--- config.mk ---
export PLATFORM = sky130hd
export DESIGN_NAME = booth_signed_multiplier
export DESIGN_NICKNAME = d
export VERILOG_FILES = /design/src/rtl/core/bsm_pkg.sv /design/src/rtl/core/booth_signed_multiplier.sv /design/src/rtl/core/bsm_cell.sv
export SDC_FILE = /design/constraint.sdc
export NUM_CORES = 1
export LEC_CHECK = 0
export BUFFER_PORTS_ARGS = -buffer_cell sky130_fd_sc_hd__buf_2
export CAP_MARGIN = 15
export CORE_ASPECT_RATIO = 0.7
export CORE_MARGIN = 2
export CORE_UTILIZATION = 45
export CTS_CLUSTER_SIZE = 10
export DETAILED_ROUTE_END_ITERATION = 8
export PLACE_DENSITY = 0.75
export REMOVE_ABC_BUFFERS = 1
export SETUP_SLACK_MARGIN = 0.2
export SLEW_MARGIN = 20
export SYNTH_ARGS = -nofsm -noshare
export SYNTH_HDL_FRONTEND = slang
export SYNTH_SLANG_ARGS = --single-unit
export TNS_END_PERCENT = 50
--- constraint.sdc ---
create_clock -name clk -period 31.9 [get_ports clk]
set_input_delay 3.19 -clock clk [delete_from_list [all_inputs] [get_ports clk]]
set_output_delay 3.19 -clock clk [all_outputs]
set_load 0.01 [all_outputs]
--- src/rtl/core/bsm_pkg.sv ---
`default_nettype none
// ----------------------------------------------------------------------------
// bsm_pkg
// Shared types and constants for the radix-2 Booth multiplier bit-cell row.
// ----------------------------------------------------------------------------
package bsm_pkg;

  localparam int MAX_BITS  = 32;
  localparam int MIN_BITS  = 2;
  localparam int W_BITS    = $clog2(MAX_BITS + 1);
  localparam int PROD_BITS = 2 * MAX_BITS;
  localparam logic [W_BITS-1:0] RESET_BITS = W_BITS'(16);

  // Booth recoding of the scanned bit pair
  typedef enum logic [1:0] {
    OP_NONE = 2'd0,
    OP_ADD  = 2'd1,
    OP_SUB  = 2'd2
  } booth_op_t;

  // Control broadcast to every cell of the row
  typedef struct packed {
    logic      load;
    logic      step;
    booth_op_t op;
  } cell_ctl_t;

endpackage : bsm_pkg
`default_nettype wire

--- src/rtl/core/booth_signed_multiplier.sv ---
`default_nettype none
// ----------------------------------------------------------------------------
// booth_signed_multiplier
// Radix-2 Booth multiplier of two signed operands at a configurable width,
// built as a row of bit cells that shift right by one each step.
// ----------------------------------------------------------------------------
// An item is loaded, then takes one Booth add/subtract-and-shift step per
// operand bit through the 32-cell row (operand_bits clamped to 2..32, with
// a reset width of 16), and then its result moves into the output register.
// An item with an operand outside the width skips the steps and yields a
// zero product with range_error set. One item is in the row at a time; the
// next item is taken as soon as the previous result has moved to the output
// register, even if that result is still stalled there. operand_bits is
// written through the cfg port, always ready; the user must write it only
// while the block is idle, and the block itself does not enforce this.
// ----------------------------------------------------------------------------
module booth_signed_multiplier (
  input  wire logic                       clk,
  input  wire logic                       rst_n,
  input  wire logic                       in_valid,
  output logic                            in_stall,
  input  wire logic signed [31:0]         in_multiplier,
  input  wire logic signed [31:0]         in_multiplicand,
  output logic                            out_valid,
  input  wire logic                       out_stall,
  output logic signed [63:0]              out_product,
  output logic                            out_range_error,
  input  wire logic                       cfg_valid,
  output logic                            cfg_ready,
  input  wire logic [5:0]                 cfg_data
);
  import bsm_pkg::*;

  typedef enum logic {
    S_IDLE,
    S_RUN
  } state_t;

  state_t                     state_r;
  logic [W_BITS-1:0]          operand_bits_r;
  logic [W_BITS-1:0]          cnt_r;
  logic                       q1_r;
  logic                       err_r;
  logic                       out_valid_r;
  logic signed [PROD_BITS-1:0] out_product_r;
  logic                       out_range_error_r;

  logic [W_BITS-1:0]          n_eff;
  logic                       accept;
  logic                       bad_op;
  logic                       finish;
  cell_ctl_t                  ctl;

  logic [MAX_BITS-1:0]        active;
  logic [MAX_BITS-1:0]        top;
  logic [MAX_BITS-1:0]        carry;
  logic [MAX_BITS-1:0]        ext;
  logic [MAX_BITS-1:0]        a_new;
  logic [MAX_BITS-1:0]        a_bits;
  logic [MAX_BITS-1:0]        q_bits;
  logic [PROD_BITS-1:0]       prod;

  // effective width
  always_comb begin
    priority if (operand_bits_r < W_BITS'(MIN_BITS)) n_eff = W_BITS'(MIN_BITS);
    else if (operand_bits_r > W_BITS'(MAX_BITS))     n_eff = W_BITS'(MAX_BITS);
    else                                             n_eff = operand_bits_r;
  end

  // two's-complement range check: bits from n-1 upward must match the sign
  always_comb begin
    bad_op = 1'b0;
    for (int i = 0; i < MAX_BITS; i++) begin
      if (W_BITS'(i + 1) >= n_eff) begin
        if (in_multiplier[i] != in_multiplier[MAX_BITS-1])
          bad_op = 1'b1;
        if (in_multiplicand[i] != in_multiplicand[MAX_BITS-1])
          bad_op = 1'b1;
      end
    end
  end

  assign in_stall  = (state_r != S_IDLE);
  assign accept    = in_valid && !in_stall;
  assign cfg_ready = 1'b1;
  assign finish    = (state_r == S_RUN) && (err_r || (cnt_r == n_eff)) &&
                     (!out_valid_r || !out_stall);

  always_comb begin
    ctl.load = accept;
    ctl.step = (state_r == S_RUN) && !err_r && (cnt_r != n_eff);
    priority if (q_bits[0] && !q1_r)  ctl.op = OP_SUB;
    else if (!q_bits[0] && q1_r)      ctl.op = OP_ADD;
    else                              ctl.op = OP_NONE;
  end

  // row of bit cells
  for (genvar i = 0; i < MAX_BITS; i++) begin : g_cell
    logic cin;
    logic ein;
    logic aup;
    logic qup;

    if (i == 0) begin : g_lo
      assign cin = (ctl.op == OP_SUB);
      assign ein = 1'b0;
    end else begin : g_mid
      assign cin = carry[i-1];
      assign ein = ext[i-1];
    end

    if (i == MAX_BITS - 1) begin : g_hi
      assign aup = a_new[i];   // arithmetic shift keeps the sign
      assign qup = 1'b0;
    end else begin : g_dn
      assign aup = a_new[i+1];
      assign qup = q_bits[i+1];
    end

    assign active[i] = (W_BITS'(i) < n_eff);
    assign top[i]    = (W_BITS'(i + 1) == n_eff);

    bsm_cell u_cell (
      .clk     (clk),
      .ctl     (ctl),
      .active  (active[i]),
      .top     (top[i]),
      .ld_q    (in_multiplier[i] & active[i]),
      .ld_m    (in_multiplicand[i]),
      .carry_i (cin),
      .ext_i   (ein),
      .a_up    (aup),
      .q_up    (qup),
      .a0_new  (a_new[0]),
      .carry_o (carry[i]),
      .ext_o   (ext[i]),
      .a_new_o (a_new[i]),
      .a_o     (a_bits[i]),
      .q_o     (q_bits[i])
    );
  end

  // accumulator is held sign extended, multiplier bits above the width are 0
  assign prod = ({{MAX_BITS{a_bits[MAX_BITS-1]}}, a_bits} << n_eff) |
                {{MAX_BITS{1'b0}}, q_bits};

  always_ff @(posedge clk) begin
    if (!rst_n) begin
      state_r        <= S_IDLE;
      operand_bits_r <= RESET_BITS;
      cnt_r          <= '0;
      q1_r           <= 1'b0;
      err_r          <= 1'b0;
      out_valid_r    <= 1'b0;
    end else begin
      if (cfg_valid && cfg_ready)
        operand_bits_r <= cfg_data;

      // drop the output item once taken, unless a new one replaces it
      if (out_valid_r && !out_stall && !finish)
        out_valid_r <= 1'b0;

      unique case (state_r)
        S_IDLE: begin
          if (accept) begin
            state_r <= S_RUN;
            cnt_r   <= '0;
            q1_r    <= 1'b0;
            err_r   <= bad_op;
          end
        end
        S_RUN: begin
          if (ctl.step) begin
            cnt_r <= cnt_r + W_BITS'(1);
            q1_r  <= q_bits[0];
          end else if (finish) begin
            out_valid_r       <= 1'b1;
            out_product_r     <= err_r ? '0 : prod;
            out_range_error_r <= err_r;
            state_r           <= S_IDLE;
          end
        end
        default: state_r <= S_IDLE;
      endcase
    end
  end

  assign out_valid       = out_valid_r;
  assign out_product     = out_product_r;
  assign out_range_error = out_range_error_r;

endmodule : booth_signed_multiplier
`default_nettype wire

--- src/rtl/core/bsm_cell.sv ---
`default_nettype none
// ----------------------------------------------------------------------------
// bsm_cell
// One bit slice of the Booth datapath: accumulator, multiplier and
// multiplicand bits, a full adder, and the right-shift hand-off to the
// lower neighbor.
// ----------------------------------------------------------------------------
module bsm_cell (
  input  wire logic              clk,
  input  wire bsm_pkg::cell_ctl_t ctl,
  input  wire logic              active,   // bit lies inside the operand width
  input  wire logic              top,      // most significant bit of the width
  input  wire logic              ld_q,
  input  wire logic              ld_m,
  input  wire logic              carry_i,
  input  wire logic              ext_i,    // sign of the sum from below
  input  wire logic              a_up,     // upper neighbor's new accumulator bit
  input  wire logic              q_up,     // upper neighbor's multiplier bit
  input  wire logic              a0_new,   // new accumulator bit 0
  output logic                   carry_o,
  output logic                   ext_o,
  output logic                   a_new_o,
  output logic                   a_o,
  output logic                   q_o
);
  import bsm_pkg::*;

  logic a_r, a_nxt;
  logic q_r, q_nxt;
  logic m_r, m_nxt;
  logic b;
  logic s;

  always_comb begin
    unique case (ctl.op)
      OP_ADD:  b = m_r;
      OP_SUB:  b = ~m_r;
      default: b = 1'b0;
    endcase
    s       = a_r ^ b ^ carry_i;
    carry_o = (a_r & b) | (a_r & carry_i) | (b & carry_i);
    // bits above the width copy the sign of the wrapped sum
    a_new_o = active ? s : ext_i;
    ext_o   = a_new_o;
  end

  always_comb begin
    a_nxt = a_r;
    q_nxt = q_r;
    m_nxt = m_r;
    if (ctl.load) begin
      a_nxt = 1'b0;
      q_nxt = ld_q;
      m_nxt = ld_m;
    end else if (ctl.step) begin
      a_nxt = a_up;
      q_nxt = active ? (top ? a0_new : q_up) : 1'b0;
    end
  end

  always_ff @(posedge clk) begin
    a_r <= a_nxt;
    q_r <= q_nxt;
    m_r <= m_nxt;
  end

  assign a_o = a_r;
  assign q_o = q_r;

endmodule : bsm_cell
`default_nettype wire

==> flow_summary.json, run 1 <==
{
  "drcViolationCount": 0,
  "grt_usage": 0.2946,
  "drv_slew": 0,
  "die-area_mm2": 0.02806,
  "vias": 10830,
  "synth_common_cells": "edfxtp_1 (129), nor2_1 (115), nand2_1 (111)",
  "wl_met2_um": 15940,
  "grt_pass1_vias": 10000,
  "met1Wirelength_um": 17130,
  "peakVddDrop_mv": 0.04226,
  "start_util": 0.4532,
  "fmax_mhz": 65.37,
  "portBuffers": 141,
  "slew-limit-headroom": 0.2279,
  "drive_gt1_frac": 0.1869,
  "rsz0062_at_grt": "no",
  "clockBufferDepth": 2,
  "grt_max_degree": 86,
  "setup_viol_count_final": 0,
  "cp-start-kind": "flip-flop",
  "dpl.hpwl_um": 29470,
  "worstMarginPinSlew_ps": 1158,
  "hold_path_class": "reg -> reg",
  "drv_cap": 0,
  "synth_edf_count": 129,
  "synth_cell_type_count": 81,
  "grt_pass1_wl_um": 61380,
  "finalNetCount": 1426,
  "synth.most_common_cell": "edfxtp_1",
  "ys.flop_type": "edfxtp_1",
  "vias_per_cell": 6.380,
  "rows": 50,
  "cpPeakStageDelay_ps": 490,
  "netlist_area_mm2": 0.01202,
  "holdBufCountCts": 0,
  "clock_sinks": 176,
  "ctsHtreeMaxLevel": 4,
  "p_leak_nw": 5.088,
  "numCtsBuffers": 17,
  "clk_pin_slew_ps": 70,
  "fin_skew_ps": 11.91,
  "met3WireLength_um": 6603,
  "worstSkewPairLatency_ps": 450,
  "top_layer_used": "met5",
  "fin_area_mm2": 0.01349,
  "area_delta_synth_final_pct": 12.26,
  "arrival_ps": 15590,
  "drt_wl_total_um": 40780,
  "ys_warn_count": 0,
  "path_class": "reg -> reg",
  "post-cts-setup-buffers": 0,
  "fin_crit_sh": 0.4795,
  "synthCells": 1241,
  "cts_resized": 0,
  "cp.required_ps": 32190,
  "crit_top_cell": "fa_1",
  "fin_crit_ps": 15300,
  "async_flop_share": 0,
  "yosysTopAreaCellShare": 0.3223,
  "cts_tree": "built",
  "antenna_left": 0,
  "die_h_um": 140.7,
  "dpl_cell_area_mm2": 0.01290,
  "cp_max_fo": 33,
  "synth_largest_area_cell": "edfxtp_1",
  "coreArea_mm2": 0.02653,
  "yosys-top-cells-area": "edfxtp_1 (32%), dfxtp_1 (7.8%), mux2i_1 (7.4%), fa_1 (5.2%), mux4_2 (3.9%)",
  "p_total_mw": 0.8071,
  "ys_seq_area_frac": 0.4005,
  "die_w_um": 199.3,
  "cp-end-kind": "flip-flop",
  "power_density_mw_per_mm2": 59.81,
  "gr-total-overflow": 0,
  "ios": 143,
  "gp_congestion": 0.9834,
  "firstDrtPassIters": 7,
  "setup_tns_ps": 0,
  "synth.avg_cell_area_um2": 9.686,
  "routedWlPerCell_um": 24.03,
  "synth-seq-cells": 176,
  "grt_antenna_before_repair": 2,
  "slowest_stage": "fa_1",
  "cts-root-buf": "clkbuf_16",
  "status": "finished clean",
  "dr.first_iter.drc_count": 1775,
  "hold_viol": 0
}
-- state kept, by name (all words and copies together), names as in the netlist --
| name | count |
|---|---|
| out_product | 64 |
| g_cell.u_cell.m_r | 32 |
| cnt_r | 6 |
| in_stall | 1 |
| g_cell.u_cell.q_o | 32 |
| out_valid | 1 |
| g_cell.u_cell.a_o | 31 |
| q1_r | 1 |
| operand_bits_r | 6 |
| out_range_error | 1 |
| err_r | 1 |
-- power by group --
part	switching, mW	internal, mW
registers	0.0437	0.277
logic	0.168	0.104
clock network	0.0985	0.117
total	0.310	0.497
-- layout make-up --
cell class	count	area, µm²
fill	2438	13030
multi-input combinational	937	6659
sequential	176	4817
timing repair buffer	167	900.9
tap	364	455.4
clock buffer	18	429.2
clock inverter	14	155.1
inverter	20	75.07
antenna	1	2.502
-- through the flow --
| stage | cells | hold slack (ps) | util | worst slack (ps) |
|---|---|---|---|---|
| after floorplan | 1133 | 446.8 | - | 17150 |
| after global placement | 1664 | 459.6 | 0.4863 | 16390 |
| after detailed placement | 1664 | 486.2 | 0.4863 | 16220 |
| after CTS | 1696 | 500.3 | 0.5083 | 16120 |
| after global routing | 1696 | 533.7 | 0.5086 | 15940 |
| final | 1697 | 495.6 | 0.5087 | 16600 |
-- final timing paths --
path	slack, ps	cells past startpoint	startpoint	end
max	16600	37	g_cell[0].u_cell.q_o$_DFFE_PP_	g_cell[30].u_cell.a_o$_SDFFE_PP0P_
min	500	1	cnt_r[5]$_SDFFE_PN0P_	cnt_r[5]$_SDFFE_PN0P_
max reg2reg	16600	37	g_cell[0].u_cell.q_o$_DFFE_PP_	g_cell[30].u_cell.a_o$_SDFFE_PP0P_
min reg2reg	500	1	cnt_r[5]$_SDFFE_PN0P_	cnt_r[5]$_SDFFE_PN0P_
-- critical path, delay by kind of cell (launching register included) --
kind	cells	cell delay [ps]
compound gates	3	550
flops	1	460
xor+xnor	2	300
simple gates	1	470
fa+ha+maj	31	13370
-- placed cells by master, fill, tap and decap left out, types with 5 or more instances in the layout --
cell type / instances
o21ai_0: 81
buf_2: 141
nor3_1: 23
o211ai_1: 7
nand4_1: 8
buf_4: 26
nand2_1: 110
and3_1: 7
mux2_2: 5
a22oi_1: 12
nand3_1: 44
a21oi_1: 81
a211oi_1: 35
o21ai_1: 32
a221oi_1: 13
nand2b_1: 9
nand3b_1: 5
a31o_1: 6
mux2i_1: 89
o31ai_1: 8
xor2_1: 44
nor2_1: 114
dfxtp_1: 45
o22ai_1: 8
fa_1: 31
xnor2_1: 18
a31oi_1: 15
inv_1: 20
a21o_1: 7
nor2b_1: 14
mux4_2: 21
clkbuf_16: 17
a311oi_1: 9
edfxtp_1: 129
and2_1: 5
-- cell families (layout without fill, tap and decap cells) --
family                     Yosys count  after routing  synth area share
muxes                              119            119            0.1258
adders and majority gates           32             32           0.05267
and+or+nand+nor                    376            376            0.1471
DFF                                176            176            0.4005
other                                1              2         0.0003120
xor gates and xnor gates            62             62           0.04518
buffers and inverters              128            219           0.04767
AOI/OAI and AO/OA                  347            347            0.1807
-- layer usage --
metal / track usage / vias up
li1: - / 4750
met1: 0.4405 / 5070
met2: 0.3862 / 902
met3: 0.1112 / 103
met4: 0.09513 / 2
met5: 0 / -
(Power assumes the default switching activity.)
==> run 2, diff against run 1 <==
ABC_AREA = 1   (was unset)
clock period = 14.9 ns   (was 31.9 ns; I/O delays follow)
==> run 2 against run 1 <==
Final area shrank 1.6%. Clock skew increased by 1.4 ps. Utilization rose by 0.93 points. Synthesized area down 2.4%. Final cell count increased by 11%. Largest cell class unchanged.
==> flow_summary.json, run 2 <==
{
  "cp.required_ps": 15290,
  "rows": 49,
  "min_path_cells": 2,
  "ios": 143,
  "dp_cells": 1856,
  "clock_sinks": 176,
  "grt_max_degree": 75,
  "cp-end-kind": "flip-flop",
  "dpl.hpwl_um": 29420,
  "final_cells": 1889,
  "grt_pass1_wl_um": 59800,
  "portBuffers": 141,
  "holdBufCountCts": 0,
  "cpPeakStageDelay_ps": 450,
  "crit_top_cell": "fa_1",
  "die-area_mm2": 0.02741,
  "numCtsBuffers": 17,
  "largest_reg_flops": 64,
  "diodes": 0,
  "ctsHtreeMaxLevel": 4,
  "coreArea_mm2": 0.02563,
  "power.switching_mw": 0.6515,
  "grt_antenna_before_repair": 0,
  "p_total_mw": 1.660,
  "die_w_um": 197.0,
  "synth_cell_type_count": 50,
  "drive_gt1_frac": 0.1739,
  "gp_congestion": 0.9702,
  "rsz0062_at_grt": "no",
  "cp-start-kind": "flip-flop",
  "antenna_left": 0,
  "async_flop_share": 0,
  "status": "finished clean",
  "vias_per_cell": 5.823,
  "seq_power_share": 0.383,
  "fin_crit_sh": 0.9541,
  "comb_power_share": 0.340,
  "synth_edf_count": 129,
  "fillers": 2454,
  "synth_largest_area_cell": "edfxtp_1",
  "dp_worst_setup_slack_ps": 20.10,
  "start_util": 0.4580,
  "drcViolationCount": 0,
  "routedWlPerCell_um": 20.82,
  "hold_viol": 0,
  "grt_pass1_vias": 10220,
  "cts-root-buf": "clkbuf_16",
  "reg2regPathDepth": 40,
  "clk_pin_slew_ps": 70,
  "p_leak_nw": 5.350,
  "fin_crit_ps": 14220,
  "layout_commonest_cell": "nand2_1",
  "netlist_area_mm2": 0.01174,
  "firstDrtPassIters": 6,
  "yosysTopAreaCellShare": 0.3300,
  "area_delta_synth_final_pct": 13.10,
  "ys.flop_type": "edfxtp_1",
  "drv_slew": 0,
  "fin_skew_ps": 13.34,
  "drv_cap": 0,
  "dr.first_iter.drc_count": 1383,
  "cp_max_fo": 3,
  "slowest_stage": "fa_1",
  "drt_wl_total_um": 39320,
  "clockBufferDepth": 2,
  "synth.avg_cell_area_um2": 8.073,
  "synth-seq-cells": 176,
  "arrival_ps": 14600,
  "p_int_mw": 1.008,
  "vias": 11000,
  "die_h_um": 139.1,
  "setup_viol_count_final": 0,
  "slew-limit-headroom": 0.3215,
  "sw_frac_of_total": 0.3926,
  "worstSkewPairLatency_ps": 450,
  "seqCellArea_mm2": 0.004815,
  "fin_ws_ps": 684.0,
  "grt_usage": 0.2903,
  "peakVddDrop_mv": 0.06717,
  "ys_warn_count": 0,
  "path_class": "reg -> reg",
  "gr-total-overflow": 0,
  "fmax_mhz": 70.34,
  "multi_input_area_mm2": 0.005939,
  "synthCells": 1454,
  "ys_seq_area_frac": 0.4102,
  "yosys-top-cells-area": "edfxtp_1 (33%), o21ai_0 (10%), nand2_1 (8.9%), dfxtp_1 (8.0%), inv_1 (5.4%)",
  "finalNetCount": 1652,
  "hold_path_class": "reg -> reg",
  "synth_common_cells": "nand2_1 (279), o21ai_0 (246), inv_1 (169)",
  "cts_tree": "built",
  "worstMarginPinSlew_ps": 1008,
  "p_clk_frac": 0.277,
  "synth.most_common_cell": "nand2_1",
  "layout_common_cells": "nand2_1 (278), o21ai_0 (246), inv_1 (169)",
  "setup_tns_ps": 0,
  "power_density_mw_per_mm2": 125.0
}
-- run 2: final cells by class --
| type | count | area share |
|---|---|---|
| Clock buffer | 18 | 0.03308 |
| Clock inverter | 14 | 0.01093 |
| Inverter | 180 | 0.05193 |
| Multi-Input combinational cell | 1012 | 0.4474 |
| Sequential cell | 176 | 0.3627 |
| Tap cell | 331 | 0.03120 |
| Timing Repair Buffer | 158 | 0.06277 |
-- run 2: metrics by stage --
stage,area (µm²),utilization,hold slack (ps)
finish,13280,0.5180,467.7
global route,13280,0.5180,499.0
CTS,13250,0.5169,465.0
detailed placement,12650,0.4936,453.7
global placement,12650,0.4936,450.6
floorplan,11390,-,440.9
-- run 2: layer usage --
| layer | GRT usage | routed length, µm | up-vias |
|---|---|---|---|
| met5 | 0 | 0 | - |
| met4 | 0.08904 | 983 | 0 |
| met3 | 0.08414 | 5215 | 69 |
| met2 | 0.4101 | 16260 | 696 |
| met1 | 0.4275 | 16870 | 5119 |
| li1 | - | - | 5116 |
-- run 2: what timing repair did --
action                     CTS  global route
setup buffers                1             0
gates resized for setup      3             9
pin swaps                    1             1
cloned                       0             0
setup endpoints to repair    2             3
-- run 2: critical path: cells and delay by family (launching register included) --
kind	cells	cell delay [ps]
AO/OA/AOI/OAI	2	260
XOR/XNOR	2	320
adder cells (fa/ha/maj)	31	12860
buffers and inverters	2	160
flip-flops	1	380
AND/OR/NAND/NOR	3	170
-- run 2: worst paths after layout --
| check | startpoint | to | slack [ps] |
|---|---|---|---|
| worst min register to register | cnt_r[5]$_SDFFE_PN0P_ | cnt_r[5]$_SDFFE_PN0P_ | 470 |
| worst min-delay path | cnt_r[5]$_SDFFE_PN0P_ | cnt_r[5]$_SDFFE_PN0P_ | 470 |
| worst max register to register | g_cell[0].u_cell.q_o$_DFFE_PP_ | g_cell[30].u_cell.a_o$_SDFFE_PP0P_ | 680 |
| worst max-delay path | g_cell[0].u_cell.q_o$_DFFE_PP_ | g_cell[30].u_cell.a_o$_SDFFE_PP0P_ | 680 |
-- run 2: power by group through the flow --
stage | clock network (mW) | logic [mW] | registers, mW
3_5_place_dp | 0 | 0.538 | 0.644
6_report | 0.460 | 0.564 | 0.636
2_1_floorplan | 0 | 0.353 | 0.635
5_1_grt | 0.481 | 0.623 | 0.640
4_1_cts | 0.464 | 0.543 | 0.634
3_3_place_gp | 0 | 0.529 | 0.643
-- run 2: kinds of logic (layout without fill, tap and decap cells) --
kind of cell / Yosys count / count (layout) / synth area share
flops: 176 / 176 / 0.4102
simple gates: 475 / 475 / 0.1842
fa+ha+maj: 32 / 32 / 0.05394
xor+xnor: 65 / 65 / 0.04850
buf+inv: 266 / 370 / 0.08805
mux: 2 / 2 / 0.001706
compound gates: 437 / 437 / 0.2131
other cells: 1 / 1 / 0.0003195
